**config.mk**
```make
export PLATFORM = sky130hd
export DESIGN_NAME = plsc_cell
export DESIGN_NICKNAME = d
export VERILOG_FILES = /design/src/design/positional_list_store_core_defines.svh /design/src/design/plsc_pkg.sv /design/src/design/plsc_cell.sv
export SDC_FILE = /design/constraint.sdc
export NUM_CORES = 1
export LEC_CHECK = 0
export BUFFER_PORTS_ARGS = -buffer_cell sky130_fd_sc_hd__buf_4
export CORE_MARGIN = 3
export CORE_UTILIZATION = 44
export CTS_BUF_LIST = sky130_fd_sc_hd__clkbuf_2 sky130_fd_sc_hd__clkbuf_4 sky130_fd_sc_hd__clkbuf_8
export DETAILED_ROUTE_END_ITERATION = 7
export GPL_TIMING_DRIVEN = 0
export PLACE_DENSITY = 0.89
export SYNTH_ARGS = -nofsm -noshare
export SYNTH_HDL_FRONTEND = slang
export SYNTH_SLANG_ARGS = --single-unit
```
**constraint.sdc**
```tcl
create_clock -name clk -period 8.45 [get_ports clk]
set_input_delay 2.535 -clock clk [delete_from_list [all_inputs] [get_ports clk]]
set_output_delay 2.535 -clock clk [all_outputs]
set_load 0.005 [all_outputs]
```
**src/design/positional_list_store_core_defines.svh**
```systemverilog
// assertion macros shared by the positional list store design
// expects clk and rst_n in the scope of each use
`ifndef POSITIONAL_LIST_STORE_CORE_DEFINES_SVH
`define POSITIONAL_LIST_STORE_CORE_DEFINES_SVH

// same-cycle implication
`define PLSC_ASSERT_IMPL(lbl, ante, cons, msg) \
    lbl: assert property (@(posedge clk) disable iff (!rst_n) (ante) |-> (cons)) \
        else $error(msg);

// next-cycle implication
`define PLSC_ASSERT_NEXT(lbl, ante, cons, msg) \
    lbl: assert property (@(posedge clk) disable iff (!rst_n) (ante) |=> (cons)) \
        else $error(msg);

`endif

```
**src/design/plsc_pkg.sv**
```systemverilog
// types and constants for the positional list store
// no dependencies
package plsc_pkg;

    localparam int DEPTH   = 64;
    localparam int IDX_W   = $clog2(DEPTH);
    localparam int CNT_W   = $clog2(DEPTH + 1);
    localparam int POS_W   = 7;
    localparam int WORD_W  = 32;
    localparam int GRP     = 8;
    localparam int NGRP    = DEPTH / GRP;

    localparam logic [1:0] ACT_READ   = 2'd0;
    localparam logic [1:0] ACT_WRITE  = 2'd1;
    localparam logic [1:0] ACT_INSERT = 2'd2;
    localparam logic [1:0] ACT_REMOVE = 2'd3;

    typedef struct packed {
        logic                     en;
        logic [1:0]               act;
        logic [IDX_W-1:0]         pidx;
        logic signed [WORD_W-1:0] value;
    } plsc_ctrl_t;

endpackage

```
**src/design/plsc_cell.sv**
```systemverilog
// one list cell: holds one word, shifts to or from its neighbors
// depends on plsc_pkg
module plsc_cell (
    input  logic                             clk,
    input  plsc_pkg::plsc_ctrl_t             ctrl,
    input  logic [plsc_pkg::IDX_W-1:0]       idx,
    input  logic signed [plsc_pkg::WORD_W-1:0] left_data,
    input  logic signed [plsc_pkg::WORD_W-1:0] right_data,
    output logic signed [plsc_pkg::WORD_W-1:0] data,
    output logic signed [plsc_pkg::WORD_W-1:0] rd_word
);
    import plsc_pkg::*;

    logic signed [WORD_W-1:0] data_reg;
    logic signed [WORD_W-1:0] data_next;
    logic                     sel;
    logic                     above;

    assign sel   = (idx == ctrl.pidx);
    assign above = (idx > ctrl.pidx);

    always_comb
    begin
        data_next = data_reg;
        if (ctrl.en)
        begin
            unique case (ctrl.act)
                ACT_READ:
                begin
                    data_next = data_reg;
                end
                ACT_WRITE:
                begin
                    if (sel)
                    begin
                        data_next = ctrl.value;
                    end
                end
                ACT_INSERT:
                begin
                    if (sel)
                    begin
                        data_next = ctrl.value;
                    end
                    else if (above)
                    begin
                        data_next = left_data;
                    end
                end
                ACT_REMOVE:
                begin
                    if (sel || above)
                    begin
                        data_next = right_data;
                    end
                end
            endcase
        end
    end

    always_ff @(posedge clk)
    begin
        data_reg <= data_next;
    end

    assign data    = data_reg;
    assign rd_word = (ctrl.en && ctrl.act == ACT_READ && sel) ? data_reg : '0;

endmodule

```
==> results.json, run 1 <==
{
  "status": "completed",
  "detail-route-antenna-nets": 0,
  "grt.overflow.total": 0,
  "power.density_mw_per_mm2": 114,
  "slowest_stage": "and4bb_1",
  "hp-class": "in2reg",
  "core_area_mm2": 0.00456,
  "io_buffer_count": 174,
  "pre_cts_ws_ps": 1720,
  "cts_resized": 0,
  "synth_commonest_cells": "34 x nor2_1, 33 x a21oi_1",
  "cts_hold_buf": 0,
  "worstSetupEndpointType": "primary output",
  "chipWidth_um": 76.3,
  "first_pass_iters": 5,
  "yosys_warnings": 0,
  "setup_ws_ps": 1710,
  "diodes": 0,
  "crit_type": "in2out",
  "yosys_register_bits": 32,
  "final_max_slew_viol_count": 0,
  "rsz0062_at_grt": "false",
  "synth_cells": 239,
  "slowest_delay_ps": 340,
  "grt_pass1_vias": 2653,
  "async_flop_share_pct": 0,
  "synthFlopType": "edfxtp_1",
  "crit_fanout": 10,
  "clk_path_buf_depth": 2,
  "wirelength_um": 8260,
  "drt_iter0_markers": 180,
  "grt_pass1_wl_um": 13000,
  "avgRoutedWirePerCell_um": 17.0,
  "drive_gt1_share_pct": 45.6,
  "area_growth_pct": 69.4,
  "fin_tns_setup_ps": 0,
  "nNetsFinal": 539,
  "setup_viol": 0,
  "p_leak_nw": 1.74,
  "dpl.hpwl_um": 6550,
  "synth_area_mm2": 0.00218,
  "synth_top_area_cell": "edfxtp_1",
  "cp_data_arrival_time_ps": 4200,
  "fillers": 326,
  "synth_cell_types": 20,
  "die_h_um": 76.3,
  "timing.fmax_mhz": 148,
  "worst_path_most_repeated_cell": "buf_4",
  "clk_pin_slew_ps": 70,
  "cts-root-buf": "clkbuf_8",
  "fin_total_pwr_mw": 0.418,
  "num_io_pins": 176,
  "worst_slew_pin_slew_ps": 1020,
  "yosysSeqAreaShare_pct": 44.2,
  "cts_tree": "done",
  "synthTopCellsByArea": "edfxtp_1 44%, o31ai_1 11%, and2_1 9.2%",
  "vias_per_cell": 5.34,
  "h-tree-depth": 2,
  "period_share_pct": 79.7,
  "cp_cell_sequence": "buf_4, inv_1, ha_1, nand2_1, nor3_4, and4bb_1, buf_4, and2_1, buf_4",
  "relSlewSlack_pct": 31.8,
  "clock_sinks": 32,
  "rows": 24,
  "min_period_ps": 6740,
  "antenna_found_initial": 0,
  "hold_ws_ps": 2570,
  "syn_nets": 357,
  "track_usage_pct": 28.1,
  "avgSynthCellArea_um2": 9.10,
  "largest_register_ffs": 32,
  "cp_data_required_time_ps": 5920,
  "synth_edf_count": 32,
  "cts-buffers-inserted": 5,
  "vias": 2595,
  "multi_input_area_mm2": 0.00111,
  "die-area_mm2": 0.00582,
  "drcViolationCount": 0,
  "gp_congestion": 0.780,
  "drv_cap": 0,
  "startpoint_type": "input port",
  "regArea_um2": 961,
  "yosysMostFrequentCell": "nor2_1",
  "post_cts_buffers": 0,
  "synth_top_area_share_pct": 44.2,
  "ir_drop_v": 0.0000783,
  "start_util_pct": 47.7,
  "hold_violations": 0,
  "grt_max_degree": 18
}
==> final cells by class <==
class,count,area share (%)
Timing Repair Buffer,175,36.2
Inverter,6,0.611
Clock buffer,6,2.07
Clock inverter,1,0.136
Multi-Input combinational cell,181,30.2
Tap cell,65,2.21
Sequential cell,32,26.1
Buffer,20,2.51
==> cells by family after synthesis <==
kind of cell	after synthesis	synth area share, %
AND/OR/NAND/NOR	105	26.6
AO/OA/AOI/OAI	70	20.5
flip-flops	32	44.2
buffers and inverters	26	5.29
adder cells (fa/ha/maj)	6	3.45
==> power by group <==
| group | switching, mW | internal (mW) |
|---|---|---|
| Clock | 0.0582 | 0.0592 |
| Sequential | 0.00472 | 0.188 |
| Combinational | 0.0453 | 0.0634 |
==> worst max-delay path: cells and delay by family <==
family | cells | cell delay (ps)
and+or+nand+nor | 4 | 940
buffers and inverters | 4 | 420
adders and majority gates | 1 | 290
==> path summary, 6_finish.rpt <==
check	slack (ps)	cells past startpoint	to	start
worst max-delay path	1710	9	rd_word[24]	ctrl[37]
worst min-delay path	2570	3	data[14]	ctrl[14]
==> routing by layer <==
layer	global-route usage (%)	share of wire, %	vias to the layer above
li1	-	-	1208
met1	29.7	35	1201
met2	51.0	52	159
met3	8.75	9.9	27
met4	12.3	3.6	0
met5	0	0	-
==> stage by stage <==
step           utilization (%)  instances  area (um2)
2_1_floorplan                -        239        2180
3_3_place_gp              78.1        478        3560
5_1_grt                   80.7        486        3680
4_1_cts                   80.7        486        3680
3_5_place_dp              78.9        479        3600
6_report                  80.7        486        3680
==> layout by cell type (no fill, tap or decap), types with 2 or more instances in the layout <==
master    Yosys  routed
ha_1          6       6
nor2_1       34      34
o21ai_0       2       2
nand2b_1     32      32
nand2_1       3       3
buf_4         3     177
a21oi_1      33      33
edfxtp_1     32      32
o31ai_1      32      32
buf_2         5       5
and2_1       32      32
inv_1         6       6
clkbuf_1     12      12
clkbuf_8      0       5
Note: power is estimated with default switching activity, not from simulation.
==> run 2: changes to the inputs <==
- CORE_UTILIZATION: 44 -> 37
- PLACE_DENSITY: 0.89 -> 0.8
- clock period: 8.45 -> 5.75 ns (I/O delays scaled with it)
==> run 2 against run 1 <==
Global-route usage fell by 6.1 points. Sequential power increased by 47%. Sequential cell count unchanged. Power is 43% higher. Non-clock buffer count stayed put. Die area grew 17%. Via count fell by 4.9%. First-iteration DRC count down 38%. Largest power group unchanged. Highest routed layer unchanged.
==> results.json, run 2 (synthesis gave the netlist of run 1 again) <==
{
  "largest_register_ffs": 32,
  "fin_tns_setup_ps": 0,
  "cp_data_arrival_time_ps": 3460,
  "hold_violations": 0,
  "min_delay_path_depth": 3,
  "drcViolationCount": 0,
  "setup_viol": 0,
  "cts-root-buf": "clkbuf_8",
  "avgRoutedWirePerCell_um": 16.3,
  "first_pass_iters": 4,
  "detail-route-antenna-nets": 0,
  "fin_total_pwr_mw": 0.597,
  "cts-buffers-inserted": 5,
  "grt.overflow.total": 0,
  "crit_fanout": 10,
  "timing.fmax_mhz": 193,
  "gp_congestion": 0.791,
  "antenna_found_initial": 0,
  "core_area_mm2": 0.00561,
  "track_usage_pct": 22.0,
  "startpoint_type": "input port",
  "h-tree-depth": 2,
  "vias": 2469,
  "drive_gt1_share_pct": 45.1,
  "start_util_pct": 38.8,
  "dpl.hpwl_um": 6470,
  "die_h_um": 82.7,
  "io_buffer_count": 174,
  "cts_hold_buf": 0,
  "die-area_mm2": 0.00684,
  "vias_per_cell": 5.01,
  "wirelength_um": 8030,
  "worst_slew_pin_slew_ps": 882,
  "worstSetupEndpointType": "primary output",
  "diodes": 0,
  "clk_pin_slew_ps": 60,
  "layout_commonest_cell": "buf_4",
  "worstHoldStart": "ctrl[22]",
  "relSlewSlack_pct": 41.0,
  "fin_util_pct": 65.8,
  "rows": 27,
  "nNetsFinal": 539,
  "rsz0062_at_grt": "false",
  "grt_pass1_vias": 2277,
  "hp-class": "in2reg",
  "power.density_mw_per_mm2": 162,
  "hold_path_end": "data[22]",
  "area_growth_pct": 69.5,
  "crit_type": "in2out",
  "placed_cells": 486,
  "final_cell_mix": "177 x buf_4, 34 x nor2_1, 33 x a21oi_1",
  "min_period_ps": 5180,
  "ir_drop_v": 0.000113,
  "clock_sinks": 32,
  "fin_cells": 493,
  "num_io_pins": 176,
  "drt_iter0_markers": 112,
  "grt_pass1_wl_um": 11300,
  "p_leak_nw": 1.73,
  "cp_data_required_time_ps": 4030,
  "chipWidth_um": 82.7,
  "status": "completed",
  "period_share_pct": 90.2,
  "cts_tree": "done",
  "cts_resized": 0,
  "drv_cap": 0,
  "clk_path_buf_depth": 2,
  "final_max_slew_viol_count": 0,
  "post_cts_buffers": 0,
  "grt_max_degree": 19
}
run 2: final cells by class:
class	instances	area, um2
clock buffers	5	68.8
well taps	72	90.1
repair buffers	175	1330
fillers	499	1920
inverters	6	22.5
plain buffers	20	92.6
multi-input cells	181	1110
flip-flops and latches	32	961
clock inverters	2	7.51
run 2: where the power goes:
group          switching [mW]  internal, mW
combinational          0.0657        0.0931
clock                  0.0752        0.0797
sequential            0.00717         0.276
total                   0.148         0.449
run 2: layer usage:
layer / vias up / part of all wire (%) / global-route usage [%]
met2: 109 / 54 / 39.2
met5: - / 0 / 0
met3: 8 / 8.0 / 4.66
met1: 1143 / 37 / 26.9
li1: 1209 / - / -
met4: 0 / 1.2 / 5.72
run 2: worst max path at each step:
stage                         from          end  slack, ps  depth (start not counted)
after floorplan           ctrl[36]      data[0]        150                          7
after global placement      idx[4]      data[1]      -1350                          7
after detailed placement    idx[4]  rd_word[12]        550                          8
after CTS                 ctrl[36]  rd_word[12]        540                          9
after global routing      ctrl[36]  rd_word[12]        410                          9
final                       idx[4]  rd_word[12]        570                          8
run 2: worst max-delay path, cell delays in order:
cell      delay [ps]
buf_4            110
ha_1             290
nand2_1          130
nor3_4           330
and4bb_1         390
buf_4            220
and2_1           150
buf_4            110
run 2: through the flow:
step | hold WS, ps | instance area [um2] | worst slack, ps
after floorplan | 1950 | 2180 | 153
after global placement | 2050 | 3570 | -1350
after detailed placement | 2050 | 3610 | 552
after CTS | 1770 | 3690 | 538
after global routing | 1770 | 3690 | 407
final | 1780 | 3690 | 565
